File: src/sv/sbfd_pkg.sv
// Shared types, constants and the helper function of the serial-bus frame decoder.
package sbfd_pkg;

    localparam int CHANNEL_COUNT = 16;

    localparam logic [7:0] START_BYTE = 8'h0F;
    localparam logic [7:0] END_BYTE   = 8'h00;

    localparam int PAYLOAD_LEN = 23;
    localparam int DATA_LEN    = 22;
    localparam int VALUE_W     = 11;

    localparam logic [4:0] POS_IDLE  = 5'd0;
    localparam logic [4:0] POS_LAST  = 5'd23;
    localparam logic [4:0] POS_END   = 5'd24;
    localparam logic [4:0] FLAGS_OFF = 5'd22;
    localparam logic [4:0] DATA_END  = 5'd22;

    localparam int FLAG_LOST_BIT     = 2;
    localparam int FLAG_FAILSAFE_BIT = 3;

    localparam logic [1:0] LINK_OK       = 2'd0;
    localparam logic [1:0] LINK_LOST     = 2'd1;
    localparam logic [1:0] LINK_FAILSAFE = 2'd2;

    typedef struct packed {
        logic       en;
        logic       bank;
        logic [4:0] off;
        logic [7:0] data;
    } wr_req_t;

    typedef struct packed {
        logic       en;
        logic       bank;
        logic [4:0] off;
    } rd_req_t;

    typedef struct packed {
        logic valid;
        logic bank;
    } frame_done_t;

    typedef enum logic [1:0] {
        DR_IDLE,
        DR_FLAGS,
        DR_RUN
    } drain_state_t;

    function automatic logic [1:0] link_code(input logic [7:0] flags);
        logic [1:0] code;
        code = LINK_OK;
        if (flags[FLAG_FAILSAFE_BIT]) begin
            code = LINK_FAILSAFE;
        end else if (flags[FLAG_LOST_BIT]) begin
            code = LINK_LOST;
        end
        return code;
    endfunction

endpackage

File: src/sv/sbfd_store.sv
// Two-bank frame store: one write port, one read port with registered read data.
module sbfd_store (
    input  logic              clk,
    input  sbfd_pkg::wr_req_t wr_req,
    input  sbfd_pkg::rd_req_t rd_req,
    output logic [7:0]        rd_data
);

    logic [7:0] mem [0:1][0:sbfd_pkg::PAYLOAD_LEN-1];
    logic [7:0] rd_data_reg;

    always_ff @(posedge clk)
    begin
        if (wr_req.en)
        begin
            mem[wr_req.bank][wr_req.off] <= wr_req.data;
        end
    end

    always_ff @(posedge clk)
    begin
        if (rd_req.en)
        begin
            rd_data_reg <= mem[rd_req.bank][rd_req.off];
        end
    end

    assign rd_data = rd_data_reg;

endmodule

File: src/sv/sbfd_framer.sv
// Byte framer: hunts for the start byte, writes the payload and checks the end byte.
module sbfd_framer (
    input  logic                  clk,
    input  logic                  rst_n,
    input  logic                  in_valid,
    output logic                  in_stall,
    input  logic [7:0]            rx_byte,
    input  logic                  drain_busy,
    output sbfd_pkg::wr_req_t     wr_req,
    output sbfd_pkg::frame_done_t done
);

    logic [4:0] pos_reg, pos_next;
    logic       bank_reg, bank_next;
    logic       accept;

    // The end byte is held back while the previous frame is still being unpacked.
    assign in_stall = (pos_reg == sbfd_pkg::POS_END) && drain_busy;
    assign accept   = in_valid && !in_stall;

    always_comb
    begin
        pos_next   = pos_reg;
        bank_next  = bank_reg;
        done.valid = 1'b0;
        done.bank  = bank_reg;
        if (accept)
        begin
            if (pos_reg == sbfd_pkg::POS_IDLE)
            begin
                if (rx_byte == sbfd_pkg::START_BYTE)
                begin
                    pos_next = 5'd1;
                end
            end
            else if (pos_reg <= sbfd_pkg::POS_LAST)
            begin
                pos_next = pos_reg + 5'd1;
            end
            else
            begin
                pos_next = sbfd_pkg::POS_IDLE;
                if (pos_reg == sbfd_pkg::POS_END && rx_byte == sbfd_pkg::END_BYTE)
                begin
                    done.valid = 1'b1;
                    bank_next  = !bank_reg;
                end
            end
        end
    end

    always_comb
    begin
        wr_req.en   = accept && (pos_reg != sbfd_pkg::POS_IDLE)
                      && (pos_reg <= sbfd_pkg::POS_LAST);
        wr_req.bank = bank_reg;
        wr_req.off  = pos_reg - 5'd1;
        wr_req.data = rx_byte;
    end

    always_ff @(posedge clk or negedge rst_n)
    begin
        if (!rst_n)
        begin
            pos_reg  <= sbfd_pkg::POS_IDLE;
            bank_reg <= 1'b0;
        end
        else
        begin
            pos_reg  <= pos_next;
            bank_reg <= bank_next;
        end
    end

endmodule

File: src/sv/sbfd_unpack.sv
// Channel unpacker: streams a stored frame through a bit accumulator into the output register.
module sbfd_unpack #(
    parameter int ChannelCount = sbfd_pkg::CHANNEL_COUNT
) (
    input  logic                  clk,
    input  logic                  rst_n,
    input  sbfd_pkg::frame_done_t done,
    output logic                  busy,
    output sbfd_pkg::rd_req_t     rd_req,
    input  logic [7:0]            rd_data,
    output logic                  out_valid,
    input  logic                  out_stall,
    output logic [3:0]            channel_index,
    output logic [10:0]           channel_value,
    output logic [1:0]            link_status,
    output logic                  frame_last
);

    localparam logic [3:0] LastCh = 4'(ChannelCount - 1);

    sbfd_pkg::drain_state_t state_reg, state_next;

    logic        bank_reg, bank_next;
    logic [4:0]  off_reg, off_next;
    logic        pend_reg, pend_next;
    logic [18:0] acc_reg, acc_next;
    logic [4:0]  cnt_reg, cnt_next;
    logic [3:0]  ch_reg, ch_next;
    logic [1:0]  status_reg, status_next;

    logic        out_valid_reg, out_valid_next;
    logic [3:0]  index_reg, index_next;
    logic [10:0] value_reg, value_next;
    logic [1:0]  link_reg, link_next;
    logic        last_reg, last_next;

    logic        slot_free;
    logic        emit;
    logic        issue;
    logic [4:0]  cnt_after;
    logic [18:0] acc_after;

    assign slot_free = !out_valid_reg || !out_stall;
    assign emit      = (state_reg == sbfd_pkg::DR_RUN) && (cnt_reg >= 5'd11) && slot_free;
    assign issue     = (state_reg == sbfd_pkg::DR_RUN)
                       && ((cnt_reg + (pend_reg ? 5'd8 : 5'd0)) < 5'd11)
                       && (off_reg < sbfd_pkg::DATA_END);
    assign cnt_after = emit ? (cnt_reg - 5'd11) : cnt_reg;
    assign acc_after = emit ? (acc_reg >> sbfd_pkg::VALUE_W) : acc_reg;

    always_comb
    begin
        state_next = state_reg;
        unique case (state_reg)
            sbfd_pkg::DR_IDLE:
            begin
                if (done.valid)
                begin
                    state_next = sbfd_pkg::DR_FLAGS;
                end
            end
            sbfd_pkg::DR_FLAGS:
            begin
                state_next = sbfd_pkg::DR_RUN;
            end
            sbfd_pkg::DR_RUN:
            begin
                if (emit && ch_reg == LastCh)
                begin
                    state_next = sbfd_pkg::DR_IDLE;
                end
            end
            default:
            begin
                state_next = sbfd_pkg::DR_IDLE;
            end
        endcase
    end

    always_comb
    begin
        bank_next   = bank_reg;
        off_next    = off_reg;
        pend_next   = pend_reg;
        acc_next    = acc_reg;
        cnt_next    = cnt_reg;
        ch_next     = ch_reg;
        status_next = status_reg;
        rd_req.en   = 1'b0;
        rd_req.bank = bank_reg;
        rd_req.off  = off_reg;
        unique case (state_reg)
            sbfd_pkg::DR_IDLE:
            begin
                if (done.valid)
                begin
                    rd_req.en   = 1'b1;
                    rd_req.bank = done.bank;
                    rd_req.off  = sbfd_pkg::FLAGS_OFF;
                    bank_next   = done.bank;
                    off_next    = 5'd0;
                    pend_next   = 1'b0;
                    acc_next    = '0;
                    cnt_next    = '0;
                    ch_next     = '0;
                end
            end
            sbfd_pkg::DR_FLAGS:
            begin
                status_next = sbfd_pkg::link_code(rd_data);
                rd_req.en   = 1'b1;
                rd_req.off  = off_reg;
                off_next    = off_reg + 5'd1;
                pend_next   = 1'b1;
            end
            sbfd_pkg::DR_RUN:
            begin
                rd_req.en = issue;
                if (issue)
                begin
                    off_next = off_reg + 5'd1;
                end
                pend_next = issue;
                if (pend_reg)
                begin
                    acc_next = acc_after | (19'(rd_data) << cnt_after);
                    cnt_next = cnt_after + 5'd8;
                end
                else
                begin
                    acc_next = acc_after;
                    cnt_next = cnt_after;
                end
                if (emit)
                begin
                    ch_next = ch_reg + 4'd1;
                end
            end
            default:
            begin
                pend_next = 1'b0;
            end
        endcase
    end

    always_comb
    begin
        out_valid_next = out_valid_reg && out_stall;
        index_next     = index_reg;
        value_next     = value_reg;
        link_next      = link_reg;
        last_next      = last_reg;
        if (emit)
        begin
            out_valid_next = 1'b1;
            index_next     = ch_reg;
            value_next     = acc_reg[10:0];
            link_next      = status_reg;
            last_next      = (ch_reg == LastCh);
        end
    end

    always_ff @(posedge clk or negedge rst_n)
    begin
        if (!rst_n)
        begin
            state_reg     <= sbfd_pkg::DR_IDLE;
            pend_reg      <= 1'b0;
            out_valid_reg <= 1'b0;
        end
        else
        begin
            state_reg     <= state_next;
            pend_reg      <= pend_next;
            out_valid_reg <= out_valid_next;
        end
    end

    always_ff @(posedge clk)
    begin
        bank_reg   <= bank_next;
        off_reg    <= off_next;
        acc_reg    <= acc_next;
        cnt_reg    <= cnt_next;
        ch_reg     <= ch_next;
        status_reg <= status_next;
        index_reg  <= index_next;
        value_reg  <= value_next;
        link_reg   <= link_next;
        last_reg   <= last_next;
    end

    assign busy          = (state_reg != sbfd_pkg::DR_IDLE);
    assign out_valid     = out_valid_reg;
    assign channel_index = index_reg;
    assign channel_value = value_reg;
    assign link_status   = link_reg;
    assign frame_last    = last_reg;

endmodule

File: src/sv/sbfd_frame_decoder_unit.sv
// Top level of the serial-bus frame decoder: framer, two-bank frame store and channel unpacker.
// Received bytes are taken one per request and one per clock cycle while in_stall is
// low. Outside a frame the block waits for the start byte 0x0F; it then writes the 23
// payload bytes (22 bytes of packed channel data and the flags byte) into one bank of a
// two-bank synchronous frame store and checks that the following byte is the end byte
// 0x00. A good end byte hands that bank to the unpacker and switches writing to the other
// bank, so the next frame is received while the results of this one drain; a bad end
// byte drops the frame and the block hunts for a start byte again. The unpacker first
// reads the flags byte, then streams the data bytes through the store's single read port
// into a bit accumulator and emits one 11-bit channel per request, least significant bit
// first, with link status failsafe over lost over ok. The accumulator keeps at most one
// read in flight, so it gains 8 bits per read against 11 bits per result; with 16
// channels the drain ends when the last result is loaded into the output register, and a
// result that out_stall holds back delays it. Only the byte at the end position of the
// following frame waits for that drain: in_stall is raised while that byte is due and
// the unpacker is busy.
module sbus_frame_decoder_unit #(
    parameter int ChannelCount = sbfd_pkg::CHANNEL_COUNT
) (
    input  logic        clk,
    input  logic        rst_n,
    input  logic        in_valid,
    output logic        in_stall,
    input  logic [7:0]  rx_byte,
    output logic        out_valid,
    input  logic        out_stall,
    output logic [3:0]  channel_index,
    output logic [10:0] channel_value,
    output logic [1:0]  link_status,
    output logic        frame_last
);

    sbfd_pkg::wr_req_t     wr_req;
    sbfd_pkg::rd_req_t     rd_req;
    sbfd_pkg::frame_done_t done;
    logic [7:0]            rd_data;
    logic                  drain_busy;

    // Byte framing and the write side of the frame store.
    sbfd_framer u_framer (
        .clk        (clk),
        .rst_n      (rst_n),
        .in_valid   (in_valid),
        .in_stall   (in_stall),
        .rx_byte    (rx_byte),
        .drain_busy (drain_busy),
        .wr_req     (wr_req),
        .done       (done)
    );

    // Two banks of 23 bytes; the read data is registered and arrives in the cycle after the read address.
    sbfd_store u_store (
        .clk     (clk),
        .wr_req  (wr_req),
        .rd_req  (rd_req),
        .rd_data (rd_data)
    );

    // Unpacks the completed bank and holds each result in the output register.
    sbfd_unpack #(
        .ChannelCount (ChannelCount)
    ) u_unpack (
        .clk           (clk),
        .rst_n         (rst_n),
        .done          (done),
        .busy          (drain_busy),
        .rd_req        (rd_req),
        .rd_data       (rd_data),
        .out_valid     (out_valid),
        .out_stall     (out_stall),
        .channel_index (channel_index),
        .channel_value (channel_value),
        .link_status   (link_status),
        .frame_last    (frame_last)
    );

endmodule

File: config.mk
export PLATFORM = sky130hd
export DESIGN_NAME = sbus_frame_decoder_unit
export DESIGN_NICKNAME = d
export VERILOG_FILES = /design/src/sv/sbfd_pkg.sv /design/src/sv/sbfd_store.sv /design/src/sv/sbfd_framer.sv /design/src/sv/sbfd_unpack.sv /design/src/sv/sbfd_frame_decoder_unit.sv
export SDC_FILE = /design/constraint.sdc
export NUM_CORES = 1
export LEC_CHECK = 0
export ABC_CLOCK_PERIOD_IN_PS = 5300
export BUFFER_PORTS_ARGS = -buffer_cell sky130_fd_sc_hd__buf_2
export CAP_MARGIN = 20
export CELL_PAD_IN_SITES_DETAIL_PLACEMENT = 0
export CELL_PAD_IN_SITES_GLOBAL_PLACEMENT = 1
export CORE_ASPECT_RATIO = 1.25
export CORE_UTILIZATION = 40
export DETAILED_ROUTE_END_ITERATION = 10
export PLACE_DENSITY = 0.66
export SLEW_MARGIN = 20
export SYNTH_ARGS = -nofsm -noshare
export SYNTH_HDL_FRONTEND = slang
export SYNTH_HIERARCHICAL = 1
export SYNTH_SLANG_ARGS = --single-unit
File: constraint.sdc
create_clock -name clk -period 5.3 [get_ports clk]
set_input_delay 0 -clock clk [delete_from_list [all_inputs] [get_ports clk]]
set_output_delay 0 -clock clk [all_outputs]
set_load 0.05 [all_outputs]
Word-level counts from Yosys, hierarchy flattened
Memory sizes are Yosys's and may differ from the RTL's. Index checks and enable logic that the tools add are counted.

Register bits after elaboration: 72. Bits in latches: 0. Bits in writable memories: 368. ROM bits: 0. Input port bits: 12. Output and inout port bits: 20. Word-level logic and storage cells: 117. Memories: 1.

$add $sub $neg: 7. Multiply operators: 0. Div/mod/pow operators: 0. Order comparisons: 7. Equality and inequality tests: 10. Shift operators: 1. Muxes and demuxes: 39. Bitwise gates (word level): 5. Reductions and logical operators: 31.

Memory list: u_store.mem (words 2, bits a word 184, rd ports 1, clocked after memory_dff 0, wr ports 1, line sbfd_store.sv:9) `logic [7:0] mem [0:1][0:sbfd_pkg::PAYLOAD_LEN-1];`.

Operator list (count): $mux 184 (1); $mux 19 (3); $bmux 8 s5 (1); $demux 8 s5 (1); $mux 5 (8); $pmux 19 s2 (1); $mux 8 (3); $or 19x19->19 (1); $shl 8x5->19 (1); $pmux 5 s3 (1); $ge 6x6->1 const B (2); $logic_and 1x1->1 (12); $mux 4 (3); $not 5->6 (2); $add 5x1->5 const B (2); $pmux 5 s2 (1); $mux 1 (9); $eq 8x4->1 const B (1); $logic_not 8->1 (1); $pmux 4 s2 (1); $reduce_and 2->1 (4); $mux 7 (1); $lt 6x1->1 const B (1); $ne 2x2->1 const B (3); 27 further kinds (36).

Longest topological paths before layout
Depth after elaboration: 12. Gate-level depth with buffers: 16. Mapped depth without buffers: 11.

Cells and area by module
Netlist, hierarchy kept.

By module, submodules not included: sbfd_store (times used 1, cells each 713, area an instance 14687.8 sq um, sequential area each 11290.8 sq um); sbfd_unpack (times used 1, cells each 334, area an instance 3621.0 sq um, sequential area each 1721.7 sq um); sbfd_framer (times used 1, cells each 66, area an instance 586.8 sq um, sequential area each 150.1 sq um).

Least setup slack after synthesis
Ideal clock, no wire load.

Path type: register to register. From: register u_unpack.state_reg[0]. To: register u_store.rd_data_reg[1] (netlist: u_store/rd_data[1]) (data pin). Setup time: 0.265 ns. Arrival: 3.192 ns. Required time: 5.035 ns. Path slack: 1.843 ns. Stages on the path, launching flop included: 15. Buffers on the path: 3. Clock period less this slack: 3.457 ns. Cell sequence: dfrtp_1 -> inv_1 -> ha_1 -> inv_1 -> nor4b_1 -> and4_1 -> nand2_1 -> mux2_2 -> buf_6 -> buf_8 -> buf_2 -> mux2_2 -> a221oi_1 -> a311oi_1 -> or3_1.

RTL lines: start, declared (line sbfd_unpack.sv:21) `sbfd_pkg::drain_state_t state_reg, state_next;`; start signal, assigned (line sbfd_unpack.sv:167) `state_reg <= sbfd_pkg::DR_IDLE;`; start signal, assigned (line sbfd_unpack.sv:173) `state_reg <= state_next;`; end signal, assigned (line sbfd_store.sv:24) `rd_data_reg <= mem[rd_req.bank][rd_req.off];`; end, declared (line sbfd_store.sv:10) `logic [7:0] rd_data_reg;`.

==> results.yml <==
status:
  status: "complete, no violations"
yosys:
  synthDistinctLibCells: 85
  ys_ff_latch: 440
  syn-num-nets: 1136
  synthArstFlopShare_pct: 2.27
  synthCells: 1113
  ys_seq_area_share_pct: 69.7
  synthFlopType: "edfxtp_1"
  synth_edf_count: 430
  netlist_area_mm2: 0.0189
  avgSynthCellArea_um2: 17.0
  ys.warnings.count: 6
min_path:
  min_path_cells: 2
  holdCritStartpoint: "rx_byte[3]"
  holdPathEnd: "u_store/mem[1][35]"
  hold_path_class: "in2reg"
floorplanning:
  core-area_mm2: 0.0464
  start_util_pct: 40.8
  die_w_um: 196
  die_area_mm2: 0.0481
  die_h_um: 245
  rows: 88
  num_io_pins: 32
cts:
  clk_pin_slew_ns: 0.06
  cts_buffers: 44
  cts_hold_buf: 9
  cts_tree: "done"
  clockBufferDepth: 3
  cts_setup_buffers: 0
  cts_sinks: 440
  cts_resized: 0
  clk_latency_ns: 0.59
  htreeDepth: 2
  clock-root-buffer: "clkbuf_16"
critical_path:
  crit_required_ns: 5.63
  critical_path_class: "reg2reg"
  r2r-start: "u_unpack/state_reg[0]"
  reg2reg_depth: 12
  cp.arrival_ns: 4.66
  path_max_fanout: 28
  cp-end-kind: "flop"
  r2r_end: "u_store/rd_data[0]"
  cp-start-kind: "flop"
  r2r_setup_slack_ns: 0.98
route:
  dr.pass1.iters: 5
  drc: 0
  wl_met3_mm: 1.71
  drt-vias-per-instance: 5.55
  routedWlPerCell_um: 24.2
  dr_wl_met2_mm: 23.4
  wl_met1_mm: 17.3
  vias: 10000
  drt_wl_total_mm: 43.8
  highest_layer: "met4"
  drtAntennaViolNets: 0
  drtIter0Drc: 767
job:
  cap_violations: 0
sta:
  min_period_ns: 4.32
  maxSlewViolCount: 0
  whs_ns: 0.0311
  setup_violations: 0
  slew_headroom_pct: 38.4
  fin_crit_sh_pct: 81.6
  fmax_mhz: 231
  tightest_slew_ns: 0.924
  rsz0062_at_grt: "no"
  clock-skew-final_ns: 0.0216
  hold_violations: 0
  tns_ns: 0
cells_and_area:
  area_growth_pct: 11.6
  drive_gt1_share_pct: 21.0
  antenna_cells: 0
  largest_register_ffs: 368
  finalCoreUtilization_pct: 45.5
  final_nets: 1171
pwr:
  p_total_w: 0.00824
  p_per_area_mw_per_mm2: 391
  vdd_drop_max_v: 0.000243
  p_leak_nw: 6.97
global_route:
  grt_overflow_total: 0
  grt_pass1_vias: 10400
  antenna_found_initial: 0
  grt_max_degree: 49
  grt_pass1_wl_mm: 66.0
  globalRouteTotalUtil_pct: 18.7
placement:
  place.gp.congestion: 0.789
  dp_hpwl_mm: 28.6
  portBuffers: 31
-- layer usage --
layer / track usage (%) / vias to the layer above
met5: 0 / -
met4: 7.10 / 0
met3: 2.98 / 85
met2: 33.9 / 210
met1: 22.1 / 5218
li1: - / 4523
-- cells in the final DEF, fill, tap and decap left out, types with 5 or more instances in the layout --
cell	n
a21oi_1	19
a221o_1	6
a221oi_1	25
a31oi_1	13
and2_1	15
and3_1	6
buf_2	31
buf_4	23
clkbuf_1	11
clkbuf_16	44
clkinv_1	8
dfrtp_1	10
dlygate4sd3_1	9
edfxtp_1	430
ha_1	11
inv_1	14
mux2_2	33
mux2i_1	46
mux4_2	76
nand2_1	83
nand2b_1	13
nand3_1	17
nor2_1	69
nor2b_1	11
nor3_1	5
o21ai_0	11
o221ai_1	7
or3_1	5
xnor2_1	5
xor2_1	6
-- cell type report --
cell class                      instances  area [um^2]
Tap cell                              630          788
Timing Repair Buffer                   65          458
Inverter                               16         65.1
Clock inverter                         21          233
Multi-Input combinational cell        581         5240
Sequential cell                       440        13200
Clock buffer                           55         1140
Fill cell                            4013        25300
-- stage by stage --
| step | worst slack (ns) | std cells | cell area (um^2) |
|---|---|---|---|
| 3_3_place_gp | 1.04 | 1722 | 19600 |
| 3_5_place_dp | 0.938 | 1722 | 19600 |
| 5_1_grt | 0.580 | 1808 | 21100 |
| 4_1_cts | 0.963 | 1807 | 21100 |
| 2_1_floorplan | 1.84 | 1113 | 18900 |
| 6_report | 0.976 | 1808 | 21100 |
-- worst max-delay path by stage --
stage / slack (ns) / start / cells past startpoint / endpoint
floorplan: 1.84 / u_unpack/state_reg[0] / 14 / u_store/rd_data[1]
global placement: 1.04 / u_unpack/state_reg[0] / 12 / u_store/rd_data[3]
detailed placement: 0.94 / u_unpack/state_reg[0] / 12 / u_store/rd_data[1]
CTS: 0.96 / u_unpack/state_reg[0] / 12 / u_store/rd_data[0]
global route: 0.58 / u_unpack/state_reg[1] / 12 / u_store/rd_data[3]
finish: 0.98 / u_unpack/state_reg[0] / 12 / u_store/rd_data[0]
-- report_power, final --
part	internal, W	leakage, nW	switching, W
clock	0.00173	0.669	0.00129
combinational	0.000320	2.29	0.000770
sequential	0.00403	4.01	0.0000994
total	0.00608	6.97	0.00216
-- critical path: stages (launching register included) --
cell and delay, ns:
dfrtp_1 0.41, inv_1 0.10, ha_1 0.27, inv_1 0.14
nor4b_1 0.30, and4_1 0.30, nand2_1 0.25, mux2_8 0.55
buf_4 0.52, mux4_2 0.56, mux2i_1 0.15, a221oi_1 0.11
or3_1 0.35
-- cells in the mapped netlist, types with 3 or more instances --
cell type / n / area [um^2]
a21boi_0: 3 / 22.5
xor2_1: 6 / 52.6
o311ai_0: 4 / 35.0
buf_1: 6 / 22.5
nor4_1: 3 / 18.8
ha_1: 11 / 138
or2_2: 3 / 18.8
buf_4: 15 / 113
and2_1: 16 / 100
o221ai_1: 7 / 61.3
inv_1: 14 / 52.6
a221oi_1: 25 / 219
nand3_1: 17 / 85.1
a32o_1: 3 / 30.0
a211oi_1: 4 / 30.0
a31oi_1: 13 / 81.3
dfrtp_1: 10 / 250
nor3_1: 5 / 25.0
mux2_2: 34 / 383
and3_1: 6 / 37.5
nor3b_1: 3 / 22.5
or3_1: 5 / 31.3
mux2i_1: 46 / 460
buf_6: 7 / 78.8
nand2b_1: 14 / 87.6
edfxtp_1: 430 / 12900
a221o_1: 6 / 60.1
o21ai_0: 12 / 60.1
a21oi_1: 19 / 95.1
clkbuf_1: 21 / 78.8
a311o_1: 4 / 40.0
mux4_2: 76 / 1710
a41oi_1: 3 / 26.3
xnor2_1: 5 / 43.8
nor2_1: 69 / 259
nand2_1: 83 / 312
a311oi_1: 4 / 35.0
buf_2: 25 / 125
nor2b_1: 11 / 68.8
nand3b_1: 3 / 22.5
a21o_1: 3 / 22.5
-- cell families after synthesis --
logic type,Yosys count,synth area share (%)
flops,440,69.7
simple gates,256,6.65
mux,158,13.7
compound gates,145,6.06
buf+inv,92,2.71
xor+xnor,11,0.510
fa+ha+maj,11,0.728
Power figures use the tool's default switching activity.
